## src/hdl/bif_pkg.sv

```systemverilog
package bif_pkg;

  localparam int CP_W    = 21;
  localparam int DEPTH_W = 5;
  localparam int CLS_W   = 3;
  localparam int STAT_W  = 2;
  localparam int OP_W    = 2;
  localparam int CFG_IDX_W = 3;

  // input operations
  localparam logic [OP_W-1:0] OP_PROCESS = 2'd0;
  localparam logic [OP_W-1:0] OP_FINISH  = 2'd1;
  localparam logic [OP_W-1:0] OP_RESTART = 2'd2;

  // result status
  localparam logic [STAT_W-1:0] ST_OK        = 2'd0;
  localparam logic [STAT_W-1:0] ST_OVERFLOW  = 2'd1;
  localparam logic [STAT_W-1:0] ST_UNDERFLOW = 2'd2;
  localparam logic [STAT_W-1:0] ST_BAD_STATE = 2'd3;

  // direction classes
  localparam logic [CLS_W-1:0] CLS_NEUTRAL = 3'd0;
  localparam logic [CLS_W-1:0] CLS_LTR     = 3'd1;
  localparam logic [CLS_W-1:0] CLS_RTL     = 3'd2;
  localparam logic [CLS_W-1:0] CLS_MIR_LTR = 3'd3;
  localparam logic [CLS_W-1:0] CLS_MIR_RTL = 3'd4;

  // configuration register indexes
  localparam logic [CFG_IDX_W-1:0] CFG_INIT_DIR = 3'd0;
  localparam logic [CFG_IDX_W-1:0] CFG_SET_LTR  = 3'd1;
  localparam logic [CFG_IDX_W-1:0] CFG_SET_RTL  = 3'd2;
  localparam logic [CFG_IDX_W-1:0] CFG_PUSH     = 3'd3;
  localparam logic [CFG_IDX_W-1:0] CFG_POP      = 3'd4;

  localparam logic [CP_W-1:0] RST_SET_LTR = 21'h10FFF0;
  localparam logic [CP_W-1:0] RST_SET_RTL = 21'h10FFF1;
  localparam logic [CP_W-1:0] RST_PUSH    = 21'h10FFF2;
  localparam logic [CP_W-1:0] RST_POP     = 21'h10FFF3;

  typedef enum logic [1:0] {
    KIND_NONE   = 2'd0,
    KIND_MIRROR = 2'd1,
    KIND_LTR    = 2'd2,
    KIND_RTL    = 2'd3
  } kind_t;

  typedef enum logic [1:0] {
    RUN_ACTIVE = 2'd0,
    RUN_ENDED  = 2'd1,
    RUN_ERROR  = 2'd2
  } run_mode_t;

  // per-cell stack control
  typedef struct packed {
    logic load;
    logic load_val;
    logic push;
    logic pop;
  } cell_cmd_t;

  typedef struct packed {
    logic [STAT_W-1:0]  status;
    logic               emitted;
    logic [CP_W-1:0]    codepoint_out;
    logic [CLS_W-1:0]   direction_class;
    logic               mirrored;
    logic               active_direction;
    logic [DEPTH_W-1:0] nesting_depth;
  } result_t;

  // range table, first match wins
  localparam int SPAN_COUNT = 29;

  localparam logic [CP_W-1:0] SPAN_LO [SPAN_COUNT] = '{
    21'h00028, 21'h0003C, 21'h0005B, 21'h0007B, 21'h02018, 21'h0201C,
    21'h02039, 21'h027E6, 21'h02772, 21'h0301A, 21'h0FF08, 21'h0FF3B,
    21'h0FF5B,
    21'h00041, 21'h00061, 21'h000C0, 21'h00370, 21'h00400, 21'h01E00,
    21'h00600, 21'h00750, 21'h008A0, 21'h0FB50, 21'h0FE70, 21'h00590,
    21'h0FB1D, 21'h00780, 21'h007C0, 21'h1E900
  };

  localparam logic [CP_W-1:0] SPAN_HI [SPAN_COUNT] = '{
    21'h00029, 21'h0003E, 21'h0005D, 21'h0007D, 21'h02019, 21'h0201D,
    21'h0203A, 21'h027EB, 21'h02773, 21'h0301B, 21'h0FF09, 21'h0FF3D,
    21'h0FF5D,
    21'h0005A, 21'h0007A, 21'h0024F, 21'h003FF, 21'h004FF, 21'h01EFF,
    21'h006FF, 21'h0077F, 21'h008FF, 21'h0FDFF, 21'h0FEFF, 21'h005FF,
    21'h0FB4F, 21'h007BF, 21'h007FF, 21'h1E95F
  };

  localparam kind_t SPAN_KIND [SPAN_COUNT] = '{
    KIND_MIRROR, KIND_MIRROR, KIND_MIRROR, KIND_MIRROR, KIND_MIRROR,
    KIND_MIRROR, KIND_MIRROR, KIND_MIRROR, KIND_MIRROR, KIND_MIRROR,
    KIND_MIRROR, KIND_MIRROR, KIND_MIRROR,
    KIND_LTR, KIND_LTR, KIND_LTR, KIND_LTR, KIND_LTR, KIND_LTR,
    KIND_RTL, KIND_RTL, KIND_RTL, KIND_RTL, KIND_RTL, KIND_RTL,
    KIND_RTL, KIND_RTL, KIND_RTL, KIND_RTL
  };

endpackage

```

## src/hdl/bif_cell.sv

```systemverilog
module bif_cell (
  input  logic              clk,
  input  logic              rst,
  input  bif_pkg::cell_cmd_t cmd,
  input  logic              up_bit,
  input  logic              down_bit,
  output logic              dir_bit
);
  import bif_pkg::*;

  logic dir_bit_next;

  // push: take the entry above (toward top); pop: take the one below
  always_comb begin
    priority if (cmd.load) begin
      dir_bit_next = cmd.load_val;
    end else if (cmd.push) begin
      dir_bit_next = up_bit;
    end else if (cmd.pop) begin
      dir_bit_next = down_bit;
    end else begin
      dir_bit_next = dir_bit;
    end
  end

  always_ff @(posedge clk) begin
    if (rst) begin
      dir_bit <= 1'b0;
    end else begin
      dir_bit <= dir_bit_next;
    end
  end

endmodule

```

## src/hdl/bif_classify.sv

```systemverilog
module bif_classify (
  input  logic [bif_pkg::CP_W-1:0] codepoint,
  output bif_pkg::kind_t           kind
);
  import bif_pkg::*;

  // walk from the last span up so the earliest match ends up on top
  always_comb begin
    kind = KIND_NONE;
    for (int i = SPAN_COUNT - 1; i >= 0; i--) begin
      if (codepoint >= SPAN_LO[i] && codepoint <= SPAN_HI[i]) begin
        kind = SPAN_KIND[i];
      end
    end
  end

endmodule

```

## src/hdl/bif_skid.sv

```systemverilog
module bif_skid (
  input  logic            clk,
  input  logic            rst,
  input  logic            in_valid,
  input  bif_pkg::result_t in_data,
  output logic            in_stall,
  output logic            out_valid,
  output bif_pkg::result_t out_data,
  input  logic            out_stall
);
  import bif_pkg::*;

  logic    main_valid, main_valid_next;
  logic    skid_valid, skid_valid_next;
  result_t main_data, main_data_next;
  result_t skid_data, skid_data_next;
  logic    accept;
  logic    take;

  // skid only fills while the main stage is held, so stall is registered
  assign in_stall  = skid_valid;
  assign accept    = in_valid && !skid_valid;
  assign take      = main_valid && !out_stall;
  assign out_valid = main_valid;
  assign out_data  = main_data;

  always_comb begin
    main_valid_next = main_valid;
    skid_valid_next = skid_valid;
    main_data_next  = main_data;
    skid_data_next  = skid_data;
    if (take || !main_valid) begin
      if (skid_valid) begin
        main_valid_next = 1'b1;
        main_data_next  = skid_data;
        skid_valid_next = 1'b0;
      end else begin
        main_valid_next = accept;
        main_data_next  = in_data;
      end
    end else if (accept) begin
      skid_valid_next = 1'b1;
      skid_data_next  = in_data;
    end
  end

  always_ff @(posedge clk) begin
    if (rst) begin
      main_valid <= 1'b0;
      skid_valid <= 1'b0;
    end else begin
      main_valid <= main_valid_next;
      skid_valid <= skid_valid_next;
    end
  end

  always_ff @(posedge clk) begin
    main_data <= main_data_next;
    skid_data <= skid_data_next;
  end

endmodule

```

## src/hdl/bidi_isolate_framer.sv

```systemverilog
// Bidirectional isolate framer. Each input transaction carries an op (process,
// finish, restart) and a codepoint; each one yields exactly one result
// transaction. Throughput is one transaction per clock while in_stall is low:
// the isolate direction stack is a row of MAX_NESTING one-bit cells that shift
// toward the bottom on a push and toward the top on a pop, so the top of stack
// is always cell 0 and no indexed read is needed. Classification is a parallel
// bank of range comparators over the fixed span table. An accepted input's
// result is registered in a two-entry output buffer (result register plus
// skid slot), which lets one more input be accepted while the result side
// stalls, and in_stall comes straight from a flop. The configuration port may
// only be written while no transaction is in flight. Directive codes are
// compared before the range table, with priority set-LTR, set-RTL, push, pop.
// Push on a full stack or pop of the root latches an error; afterwards only
// restart recovers. nesting_depth shows the stack count truncated to 5 bits.
module bidi_isolate_framer #(
  parameter int MAX_NESTING = 16
) (
  input  logic                          clk,
  input  logic                          rst,
  // configuration
  input  logic                          cfg_write,
  input  logic [bif_pkg::CFG_IDX_W-1:0] cfg_index,
  input  logic [bif_pkg::CP_W-1:0]      cfg_data,
  // input channel
  input  logic                          in_valid,
  output logic                          in_stall,
  input  logic [bif_pkg::OP_W-1:0]      op,
  input  logic [bif_pkg::CP_W-1:0]      codepoint,
  // result channel
  output logic                          out_valid,
  input  logic                          out_stall,
  output logic [bif_pkg::STAT_W-1:0]    status,
  output logic                          emitted,
  output logic [bif_pkg::CP_W-1:0]      codepoint_out,
  output logic [bif_pkg::CLS_W-1:0]     direction_class,
  output logic                          mirrored,
  output logic                          active_direction,
  output logic [bif_pkg::DEPTH_W-1:0]   nesting_depth
);
  import bif_pkg::*;

  localparam int CNT_W = $clog2(MAX_NESTING + 1);
  localparam logic [CNT_W-1:0] CNT_MAX = CNT_W'(MAX_NESTING);
  localparam logic [CNT_W-1:0] CNT_ONE = CNT_W'(1);

  // ---------------------------------------------------------------------------
  // Configuration registers
  // ---------------------------------------------------------------------------
  logic            init_dir;
  logic [CP_W-1:0] set_ltr_code;
  logic [CP_W-1:0] set_rtl_code;
  logic [CP_W-1:0] push_code;
  logic [CP_W-1:0] pop_code;

  always_ff @(posedge clk) begin
    if (rst) begin
      init_dir     <= 1'b0;
      set_ltr_code <= RST_SET_LTR;
      set_rtl_code <= RST_SET_RTL;
      push_code    <= RST_PUSH;
      pop_code     <= RST_POP;
    end else if (cfg_write) begin
      unique case (cfg_index)
        CFG_INIT_DIR: init_dir     <= cfg_data[0];
        CFG_SET_LTR:  set_ltr_code <= cfg_data;
        CFG_SET_RTL:  set_rtl_code <= cfg_data;
        CFG_PUSH:     push_code    <= cfg_data;
        CFG_POP:      pop_code     <= cfg_data;
        default: ;  // writes past the register list are dropped
      endcase
    end
  end

  // ---------------------------------------------------------------------------
  // Control state
  // ---------------------------------------------------------------------------
  run_mode_t        run_mode, run_mode_next;
  logic [CNT_W-1:0] stack_count, stack_count_next;
  logic             accept;
  logic             is_active;

  logic             cell_bit [MAX_NESTING];
  logic             top_bit;
  logic             second_bit;

  assign accept     = in_valid && !in_stall;
  assign is_active  = (run_mode == RUN_ACTIVE);
  assign top_bit    = cell_bit[0];
  assign second_bit = cell_bit[1];

  // directive decode, priority order set-LTR, set-RTL, push, pop
  logic hit_ltr, hit_rtl, hit_push, hit_pop, hit_any;
  logic stack_full, stack_root;

  assign hit_ltr  = (codepoint == set_ltr_code);
  assign hit_rtl  = !hit_ltr && (codepoint == set_rtl_code);
  assign hit_push = !hit_ltr && !hit_rtl && (codepoint == push_code);
  assign hit_pop  = !hit_ltr && !hit_rtl && !hit_push && (codepoint == pop_code);
  assign hit_any  = hit_ltr || hit_rtl || hit_push || hit_pop;

  assign stack_full = (stack_count == CNT_MAX);
  assign stack_root = (stack_count == CNT_ONE);

  logic do_process;
  assign do_process = accept && (op == OP_PROCESS) && is_active;

  // next run mode
  always_comb begin
    run_mode_next = run_mode;
    if (accept) begin
      unique case (op)
        OP_RESTART: run_mode_next = RUN_ACTIVE;
        OP_FINISH: begin
          if (run_mode != RUN_ERROR) begin
            run_mode_next = RUN_ENDED;
          end
        end
        OP_PROCESS: begin
          if (is_active && ((hit_push && stack_full) || (hit_pop && stack_root))) begin
            run_mode_next = RUN_ERROR;
          end
        end
        default: ;  // unused op: no effect
      endcase
    end
  end

  always_ff @(posedge clk) begin
    if (rst) begin
      run_mode    <= RUN_ACTIVE;
      stack_count <= CNT_ONE;
    end else begin
      run_mode    <= run_mode_next;
      stack_count <= stack_count_next;
    end
  end

  // ---------------------------------------------------------------------------
  // Stack commands and result
  // ---------------------------------------------------------------------------
  kind_t   kind;
  logic    do_restart, do_set, set_val, do_push, do_pop;
  result_t step_res;

  bif_classify u_classify (
    .codepoint (codepoint),
    .kind      (kind)
  );

  always_comb begin
    do_restart       = accept && (op == OP_RESTART);
    do_set           = do_process && (hit_ltr || hit_rtl);
    set_val          = hit_rtl;
    do_push          = do_process && hit_push && !stack_full;
    do_pop           = do_process && hit_pop && !stack_root;
    stack_count_next = stack_count;

    step_res                 = '0;
    step_res.status          = ST_OK;
    step_res.direction_class = CLS_NEUTRAL;

    priority if (do_restart) begin
      stack_count_next = CNT_ONE;
    end else if (do_push) begin
      stack_count_next = CNT_W'(stack_count + CNT_ONE);
    end else if (do_pop) begin
      stack_count_next = CNT_W'(stack_count - CNT_ONE);
    end else begin
      stack_count_next = stack_count;
    end

    unique case (op)
      OP_FINISH: begin
        if (run_mode == RUN_ERROR) begin
          step_res.status = ST_BAD_STATE;
        end
      end
      OP_PROCESS: begin
        if (!is_active) begin
          step_res.status = ST_BAD_STATE;
        end else if (hit_push && stack_full) begin
          step_res.status = ST_OVERFLOW;
        end else if (hit_pop && stack_root) begin
          step_res.status = ST_UNDERFLOW;
        end else if (!hit_any) begin
          step_res.emitted       = 1'b1;
          step_res.codepoint_out = codepoint;
          unique case (kind)
            KIND_MIRROR: begin
              step_res.mirrored        = 1'b1;
              step_res.direction_class = top_bit ? CLS_MIR_RTL : CLS_MIR_LTR;
            end
            KIND_RTL:  step_res.direction_class = CLS_RTL;
            KIND_LTR:  step_res.direction_class = CLS_LTR;
            default:   step_res.direction_class = CLS_NEUTRAL;
          endcase
        end
      end
      default: ;  // restart and unused op report OK
    endcase

    // top of stack after the step
    priority if (do_restart) begin
      step_res.active_direction = init_dir;
    end else if (do_set) begin
      step_res.active_direction = set_val;
    end else if (do_pop) begin
      step_res.active_direction = second_bit;
    end else begin
      step_res.active_direction = top_bit;
    end
    step_res.nesting_depth = DEPTH_W'(stack_count_next);
  end

  // row of stack cells, cell 0 is the top of stack
  for (genvar i = 0; i < MAX_NESTING; i++) begin : g_cell
    cell_cmd_t cmd;
    logic      up_bit;
    logic      down_bit;

    if (i == 0) begin : g_top
      assign up_bit   = cell_bit[0];  // push keeps a copy on top
      assign cmd.load = do_restart || do_set;
      assign cmd.load_val = do_restart ? init_dir : set_val;
    end else begin : g_lower
      assign up_bit   = cell_bit[i-1];
      assign cmd.load = do_restart;
      assign cmd.load_val = 1'b0;
    end

    if (i == MAX_NESTING - 1) begin : g_bottom
      assign down_bit = 1'b0;
    end else begin : g_inner
      assign down_bit = cell_bit[i+1];
    end

    assign cmd.push = do_push;
    assign cmd.pop  = do_pop;

    bif_cell u_cell (
      .clk      (clk),
      .rst      (rst),
      .cmd      (cmd),
      .up_bit   (up_bit),
      .down_bit (down_bit),
      .dir_bit  (cell_bit[i])
    );
  end

  // ---------------------------------------------------------------------------
  // Output buffer
  // ---------------------------------------------------------------------------
  result_t out_res;

  bif_skid u_skid (
    .clk       (clk),
    .rst       (rst),
    .in_valid  (accept),
    .in_data   (step_res),
    .in_stall  (in_stall),
    .out_valid (out_valid),
    .out_data  (out_res),
    .out_stall (out_stall)
  );

  assign status           = out_res.status;
  assign emitted          = out_res.emitted;
  assign codepoint_out    = out_res.codepoint_out;
  assign direction_class  = out_res.direction_class;
  assign mirrored         = out_res.mirrored;
  assign active_direction = out_res.active_direction;
  assign nesting_depth    = out_res.nesting_depth;

endmodule

```

## config.mk

```make
export PLATFORM = sky130hd
export DESIGN_NAME = bidi_isolate_framer
export DESIGN_NICKNAME = d
export VERILOG_FILES = /design/src/hdl/bif_pkg.sv /design/src/hdl/bif_cell.sv /design/src/hdl/bif_classify.sv /design/src/hdl/bif_skid.sv /design/src/hdl/bidi_isolate_framer.sv
export SDC_FILE = /design/constraint.sdc
export NUM_CORES = 1
export LEC_CHECK = 0
export BUFFER_PORTS_ARGS = -buffer_cell sky130_fd_sc_hd__buf_2
export CAP_MARGIN = 20
export CORE_ASPECT_RATIO = 0.5
export CORE_MARGIN = 5
export CORE_UTILIZATION = 48
export DETAILED_ROUTE_END_ITERATION = 16
export PLACE_DENSITY = 0.67
export SLEW_MARGIN = 20
export SYNTH_ARGS = -nofsm -noshare
export SYNTH_HDL_FRONTEND = slang
export SYNTH_SLANG_ARGS = --single-unit
export TNS_END_PERCENT = 10
```

## constraint.sdc

```tcl
create_clock -name clk -period 4.9 [get_ports clk]
set_input_delay 0.98 -clock clk [delete_from_list [all_inputs] [get_ports clk]]
set_output_delay 0.98 -clock clk [all_outputs]
set_load 0.03 [all_outputs]
```

==> results_dict.tcl, run 1 <==
set metrics [dict create \
    ys_warn_count 0 \
    cts.clk_slew.worst_paths_ns 0.07 \
    clock-sinks 178 \
    drt-total-wl_um 27800 \
    mostFrequentLayoutCells "nand2_1, dfxtp_1, buf_2" \
    io_buffers 87 \
    maxCapViolCount 0 \
    gp_congestion 0.928 \
    r2r-end "u_skid.skid_data[1]" \
    max_clock_freq_mhz 275 \
    postCtsHoldBufs 0 \
    avgSynthCellArea_um2 9.16 \
    async_flop_share_pct 0 \
    r2r_start "push_code[19]" \
    numCtsBuffers 17 \
    dieArea_um2 22900 \
    reg2reg_slack_ns 1.74 \
    final_antenna_net_count 0 \
    worstSetupEndpointType "flop" \
    synth_edf_count 68 \
    nNetsFinal 1134 \
    wire_per_inst_um 20.5 \
    postPlaceCellArea_um2 10100 \
    dp_hpwl_um 19200 \
    cp_slowest_cell "or4_1" \
    clk_path_buf_depth 2 \
    grt_pass1_wl_um 43800 \
    syn-cell-area_um2 9530 \
    hold_viol 0 \
    rsz0062_at_grt "no" \
    rows 36 \
    die_w_um 209 \
    initial_core_util_pct 49.0 \
    hp-class "reg2reg" \
    tightest_slew_ns 1.02 \
    hold_depth 2 \
    reg2reg_depth 7 \
    fin_crit_sh_pct 74.3 \
    drive_above_1_share_pct 16.8 \
    critPathMostFrequentCell "nand4_1" \
    root_buffer "clkbuf_16" \
    grt-ovfl-total 0 \
    slew_viol_final 0 \
    area_growth_pct 11.5 \
    power_density_nw_per_um2 313 \
    ys_types 74 \
    design_area_um2 10600 \
    detail_route.iter0.violations 729 \
    synth_ff_type "dfxtp_1" \
    vias 7971 \
    syn_inst 1040 \
    relSlewSlack_pct 31.9 \
    design.core.area_um2 19500 \
    antenna_found_initial 0 \
    synth_seq_cells 178 \
    setup_violations 0 \
    fin_tns_setup_ns 0 \
    max-vdd-ir-drop_uv 235 \
    drt_first_pass_iters 7 \
    antennaDiodeCount 0 \
    cts_tree "done" \
    ios 88 \
    die_h_um 110 \
    drc 0 \
    p_leak_nw 4.03 \
    critPathKind "in2reg" \
    synth_nets 1095 \
    final_common_cell "nand2_1" \
    worstPathArrival_ns 3.82 \
    grt_usage_pct 24.5 \
    worstHoldEndpoint "push_code[0]" \
    post-cts-setup-buffers 0 \
    status "complete, no violations" \
    start_kind "input pin" \
    cts_resized 0 \
    synth_seq_area_share_pct 44.5 \
    required_ns 5.08 \
    clk_latency_ns 0.44 \
    max_stage_delay_ns 0.67 \
    period_minus_slack_ns 3.64 \
    finalClockSkew_ns 0.0146 \
    grt_pass1_vias 7610 \
    cp_cell_sequence "buf_2, xnor2_2, nand4_1, nor4_2, nand4_1, or4_1, buf_4, mux2i_1, a21oi_1" \
    cts_max_level 4 \
    hp-start "push_code[0]" \
    critPathMaxFanout 32 \
    grt_max_degree 91 \
    drt-vias-per-instance 5.87 \
]
critical path, delay by kind of cell:
family / cells / cell delay (ns)
buf+inv: 2 / 0.68
compound gates: 1 / 0.11
mux: 1 / 0.24
simple gates: 4 / 1.64
xor+xnor: 1 / 0.16
registers in the layout (all words and copies together), names as in the netlist:
register               flops
g_cell.u_cell.dir_bit     16
init_dir                   1
pop_code                  21
push_code                 21
run_mode                   2
set_ltr_code              21
set_rtl_code              21
stack_count                5
u_skid.in_stall            1
u_skid.out_data           34
u_skid.out_valid           1
u_skid.skid_data          34
kinds of logic (layout without fill, tap and decap cells):
logic type               count (synthesis)  count (layout)  synth area share (%)
flip-flops                             178             178                  44.5
AO/OA/AOI/OAI                          136             136                  9.90
XOR/XNOR                                85              85                  7.89
multiplexers                            45              45                  5.07
AND/OR/NAND/NOR                        501             501                  27.9
adder cells (fa/ha/maj)                  3               3                 0.394
buffers and inverters                   92             144                  4.33
synthesized netlist by cell type (8+ instances only):
cell / instances / area, um^2
nor3_1: 29 / 145
xnor2_1: 67 / 587
nand4_1: 29 / 181
o21ai_0: 12 / 60.1
dfxtp_1: 110 / 2200
nand2_1: 206 / 773
nand3_1: 24 / 120
inv_1: 8 / 30.0
or4_1: 9 / 67.6
a21oi_1: 49 / 245
edfxtp_1: 68 / 2040
nand3b_1: 58 / 435
mux2_2: 26 / 293
and2_1: 24 / 150
and4_1: 9 / 78.8
nor2_1: 44 / 165
mux2i_1: 19 / 190
buf_2: 21 / 105
xor2_1: 17 / 149
nor4_1: 14 / 87.6
clkbuf_1: 57 / 214
a211oi_1: 17 / 128
routing by layer:
metal | vias to the layer above | wire [um] | track usage (%)
li1 | 3798 | - | -
met1 | 3835 | 13300 | 35.3
met2 | 297 | 12200 | 37.9
met3 | 41 | 1870 | 4.87
met4 | 0 | 488 | 7.03
met5 | - | 0 | 0
cell type report:
type | instances | area, um^2
fillers | 1790 | 8840
multi-input cells | 770 | 4880
flip-flops and latches | 178 | 4250
repair buffers | 104 | 563
clock buffers | 23 | 499
well taps | 266 | 333
clock inverters | 9 | 70.1
inverters | 8 | 30.0
how the worst max path moves through the flow:
stage                 start             endpoint  cells after the start
2_1_floorplan     out_stall  u_skid.skid_data[0]                      2
3_3_place_gp   codepoint[1]  u_skid.skid_data[1]                      9
3_5_place_dp   codepoint[1]  u_skid.skid_data[1]                      9
4_1_cts        codepoint[1]  u_skid.skid_data[1]                      9
5_1_grt        codepoint[1]  u_skid.skid_data[1]                      9
6_report       codepoint[1]  u_skid.skid_data[1]                      9
where the power goes:
| group | internal [mW] | switching [mW] | total [mW] | leakage (nW) |
|---|---|---|---|---|
| combinational | 0.130 | 0.263 | 0.393 | 2.18 |
| clock | 0.725 | 0.591 | 1.32 | 0.272 |
| sequential | 1.59 | 0.0243 | 1.61 | 1.58 |
metrics by stage:
step	power (mW)	setup WS (ns)	hold slack, ns	std cells	utilization [%]
global route	3.44	1.13	0.487	1358	54.6
detailed placement	2.03	0.894	0.461	1326	51.7
global placement	2.03	0.935	0.454	1326	51.7
finish	3.32	1.26	0.469	1358	54.6
floorplan	1.90	1.15	0.437	1040	-
CTS	3.34	1.36	0.470	1358	54.6
Power figures use the tool's default switching activity.
==> inputs of run 2 (changes only) <==
- PLACE_DENSITY: 0.67 -> 0.69
- clock period: 4.9 -> 3.1 ns (I/O delays scaled with it)
==> run 2 against run 1 <==
  * Clock skew fell by 0.0052 ns
  * Largest power group unchanged
  * Flip-flop and latch count unchanged
  * Register-to-register slack worse by 1.4 ns
  * Die area unchanged
  * Cell count is 5.9% higher
  * Utilization grew 3.6 points
  * Global-route usage about the same
==> results_dict.tcl, run 2 (same netlist as run 1, synthesis figures left out) <==
set metrics [dict create \
    worstSetupEndpointType "flop" \
    grt_max_degree 91 \
    dp_slack_ns -0.152 \
    initial_core_util_pct 49.0 \
    cp_cell_sequence "buf_2, buf_12, xor2_1, nor4_1, nand3_1, nand4b_1, nor4_1, buf_4, mux2_2, o311ai_1" \
    grt_pass1_vias 7911 \
    antenna_found_initial 0 \
    crit_buf_inv 3 \
    relSlewSlack_pct 45.5 \
    final_antenna_net_count 0 \
    grt-ovfl-total 0 \
    cts_resized 0 \
    grt_pass1_wl_um 43800 \
    power_mw 5.32 \
    postPlaceCellArea_um2 10700 \
    num-fill-cells 1723 \
    clock-sinks 178 \
    die_h_um 110 \
    dieArea_um2 22900 \
    cp_slowest_cell "nor4_1" \
    setup_violations 0 \
    drt-vias-per-instance 5.77 \
    p_leak_nw 4.45 \
    required_ns 3.34 \
    slew_viol_final 0 \
    cts_tree "done" \
    max_stage_delay_ns 0.43 \
    dp_hpwl_um 20300 \
    vias 8291 \
    max_clock_freq_mhz 352 \
    rsz0062_at_grt "no" \
    die_w_um 209 \
    ios 88 \
    critical_path.top_delay_family "simple AND/OR/NAND/NOR gates" \
    clk_path_buf_depth 2 \
    hold_depth 3 \
    regArea_um2 4250 \
    period_minus_slack_ns 2.84 \
    drt-total-wl_um 28100 \
    design_area_um2 11300 \
    wire_per_inst_um 19.6 \
    fin_ws_ns 0.259 \
    gp_congestion 0.999 \
    start_kind "input pin" \
    grt_usage_pct 24.6 \
    drive_above_1_share_pct 22.8 \
    nNetsFinal 1214 \
    drc 0 \
    detail_route.iter0.violations 825 \
    design.core.area_um2 19500 \
    multiInputGateArea_um2 4880 \
    area_growth_pct 18.8 \
    hp-class "in2reg" \
    rows 36 \
    clk_latency_ns 0.44 \
    final_common_cell "nand2_1" \
    fin_crit_sh_pct 91.6 \
    drt_first_pass_iters 6 \
    numCtsBuffers 17 \
    fin_cells 1438 \
    cts_max_level 4 \
    maxCapViolCount 0 \
    tightest_slew_ns 0.818 \
    hold_viol 0 \
    cts.clk_slew.worst_paths_ns 0.07 \
    crit_cells 10 \
    hold_ws_ns 0.436 \
    critPathMaxFanout 18 \
    root_buffer "clkbuf_16" \
    mostFrequentLayoutCells "nand2_1, dfxtp_1, buf_4" \
    reg2reg_slack_ns 0.37 \
    critPathKind "in2reg" \
    worstPathArrival_ns 3.09 \
    postCtsHoldBufs 0 \
    dp.cells 1405 \
    antennaDiodeCount 0 \
    finalClockSkew_ns 0.00943 \
    max-vdd-ir-drop_uv 395 \
    power_density_nw_per_um2 470 \
    io_buffers 87 \
    critPathMostFrequentCell "nor4_1" \
    post-cts-setup-buffers 0 \
    reg2reg_depth 8 \
    status "complete, no violations" \
]
-- run 2: area by class of cell --
cell class / instances / area share, %
multi-input cells: 770 / 43.2
repair buffers: 184 / 11.0
clock inverters: 13 / 0.995
well taps: 266 / 2.94
flip-flops and latches: 178 / 37.5
inverters: 8 / 0.265
clock buffers: 19 / 4.10
-- run 2: metal layers --
metal,part of all wire [%],GRT usage (%),up-vias,routed length [um]
li1,-,-,3958,-
met5,0,0,-,0
met1,47,34.8,3951,13300
met2,44,38.2,326,12400
met3,6.5,4.42,56,1820
met4,2.2,8.66,0,616
-- run 2: where the power goes --
| part | total [mW] | switching [mW] | internal, mW |
|---|---|---|---|
| clock | 2.09 | 0.974 | 1.12 |
| combinational | 0.678 | 0.426 | 0.251 |
| sequential | 2.55 | 0.0404 | 2.51 |
| total | 5.32 | 1.44 | 3.88 |
-- run 2: stage by stage --
step | util [%] | setup TNS [ns]
floorplan | - | 0
global placement | 55.1 | -1.57
detailed placement | 55.1 | -0.759
CTS | 58.1 | 0
global route | 58.1 | 0
finish | 58.1 | 0
-- run 2: final timing paths --
kind,to,startpoint
worst max-delay path,u_skid.out_data[1],codepoint[2]
worst max register to register,u_skid.out_data[23],pop_code[12]
worst min-delay path,push_code[6],cfg_data[6]
worst min register to register,set_ltr_code[16],set_ltr_code[16]
-- run 2: worst register-to-register path, delay by kind of cell, from the launching register on --
family	cells	cell delay, ns
AND/OR/NAND/NOR	4	1.13
flip-flops	1	0.33
AO/OA/AOI/OAI	1	0.33
multiplexers	1	0.27
XOR/XNOR	1	0.23
buffers and inverters	1	0.20
==> inputs of run 3 (changes only) <==
- PLACE_DENSITY: 0.69 -> 0.67
- clock period: 3.1 -> 3 ns (I/O delays scaled with it)
==> run 3 against run 2 <==
  * Global-route usage is 0.74 points higher
  * Cell area is 3.3% higher
  * Flip-flop and latch count stayed put
  * Non-clock buffer count is 34 higher
  * Total power is 8.7% higher
  * First-iteration DRC count is 8.7% lower
  * Via count is 2.1% higher
  * Critical path depth is 2 lower
  * Largest cell class unchanged
  * Largest power group unchanged
==> results_dict.tcl, run 3 (same netlist as run 1, synthesis figures left out) <==
set metrics [dict create \
    maxCapViolCount 0 \
    cts_tree "done" \
    fin_cells 1472 \
    power_mw 5.78 \
    power_density_nw_per_um2 495 \
    setup_violations 0 \
    grt-ovfl-total 0 \
    max_clock_freq_mhz 350 \
    num-fill-cells 1690 \
    numCtsBuffers 17 \
    status "complete, no violations" \
    critPathKind "in2reg" \
    tightest_slew_ns 0.816 \
    finalClockSkew_ns 0.0105 \
    drc 0 \
    design.core.area_um2 19500 \
    crit_buf_inv 3 \
    fin_util_pct 60.1 \
    grt_pass1_vias 7944 \
    fin_crit_sh_pct 95.2 \
    dp_slack_ns -0.317 \
    drive_above_1_share_pct 25.0 \
    drt-vias-per-instance 5.75 \
    dp_hpwl_um 20700 \
    wire_per_inst_um 19.6 \
    p_leak_nw 4.66 \
    critPathMostFrequentCell "buf_4" \
    cts.clk_slew.worst_paths_ns 0.08 \
    cp_slowest_cell "or4_1" \
    io_buffers 87 \
    drt-total-wl_um 28900 \
    rows 36 \
    clk_path_buf_depth 2 \
    hold_viol 0 \
    start_kind "input pin" \
    final_common_cell "nand2_1" \
    antenna_found_initial 1 \
    hold_ws_ns 0.412 \
    clock-sinks 178 \
    nNetsFinal 1248 \
    root_buffer "clkbuf_16" \
    antennaDiodeCount 0 \
    cp_cell_sequence "buf_2, buf_4, or4_4, buf_4, or4_1, o311ai_1, o21ai_1, o31ai_2" \
    worstPathArrival_ns 3.14 \
    slew_viol_final 0 \
    dp.cells 1439 \
    area_growth_pct 22.7 \
    die_w_um 209 \
    cts_max_level 4 \
    ios 88 \
    critPathMaxFanout 4 \
    grt_max_degree 91 \
    die_h_um 110 \
    initial_core_util_pct 49.0 \
    mostFrequentLayoutCells "nand2_1, buf_4, dfxtp_1" \
    multiInputGateArea_um2 4900 \
    regArea_um2 4250 \
    relSlewSlack_pct 45.6 \
    grt_pass1_wl_um 44700 \
    drt_first_pass_iters 6 \
    hp-class "in2reg" \
    clk_latency_ns 0.45 \
    required_ns 3.28 \
    vias 8462 \
    fin_ws_ns 0.143 \
    rsz0062_at_grt "no" \
    final_antenna_net_count 0 \
    postCtsHoldBufs 0 \
    grt_usage_pct 25.3 \
    max-vdd-ir-drop_uv 419 \
    period_minus_slack_ns 2.86 \
    max_stage_delay_ns 0.59 \
    dieArea_um2 22900 \
    detail_route.iter0.violations 753 \
    worstSetupEndpointType "flop" \
    gp_congestion 0.912 \
    critical_path.top_delay_family "simple AND/OR/NAND/NOR gates" \
]
## run 3: changes by cell type in the layout (fill, tap and decap cells not counted), sizes merged
cell and delta:
clkbuf -2, buf +35, inv -4, bufinv +4, clkinvlp +1
## run 3: routing by layer
layer	track usage, %	share of wire, %
met1	36.1	46
met2	39.0	44
met3	5.25	8.5
met4	7.63	2.0
met5	0	0
## run 3: metrics by stage
step,TNS (ns),area [um^2]
floorplan,0,9530
global placement,-5.44,11000
detailed placement,-7.55,11000
CTS,0,11700
global route,0,11700
finish,0,11700
## run 3: report_power, final
group          total [mW]  internal (mW)  leakage [nW]  switching [mW]
registers            2.63           2.59          1.58          0.0389
clock network        2.42           1.41         0.294            1.01
logic               0.736          0.283          2.79           0.453
total                5.78           4.28          4.66            1.50
## run 3: area by class of cell
| cell class | instances | area share, % |
|---|---|---|
| Clock buffer | 18 | 3.67 |
| Clock inverter | 14 | 1.73 |
| Inverter | 8 | 0.257 |
| Multi-Input combinational cell | 770 | 41.9 |
| Sequential cell | 178 | 36.3 |
| Tap cell | 266 | 2.85 |
| Timing Repair Buffer | 218 | 13.2 |
## run 3: repair_timing
action                                  in CTS  in global routing
setup buffers                                0                  1
gates resized for setup                      0                  4
endpoints found under the setup margin       0                  6
endpoints found under the hold margin        0                  0
## run 3: path summary, 6_finish.rpt
| kind | cells after the start | start | endpoint | slack (ns) |
|---|---|---|---|---|
| max | 8 | codepoint[19] | u_skid.out_data[9] | 0.14 |
| min | 3 | cfg_data[12] | set_ltr_code[12] | 0.41 |
| max reg2reg | 8 | push_code[6] | u_skid.out_data[4] | 0.20 |
| min reg2reg | 2 | set_rtl_code[2] | set_rtl_code[2] | 0.47 |
## run 3: worst min-delay path, cell delays in order
cell and delay (ns):
buf_2 0.11, nand2_1 0.05, nand3b_1 0.06
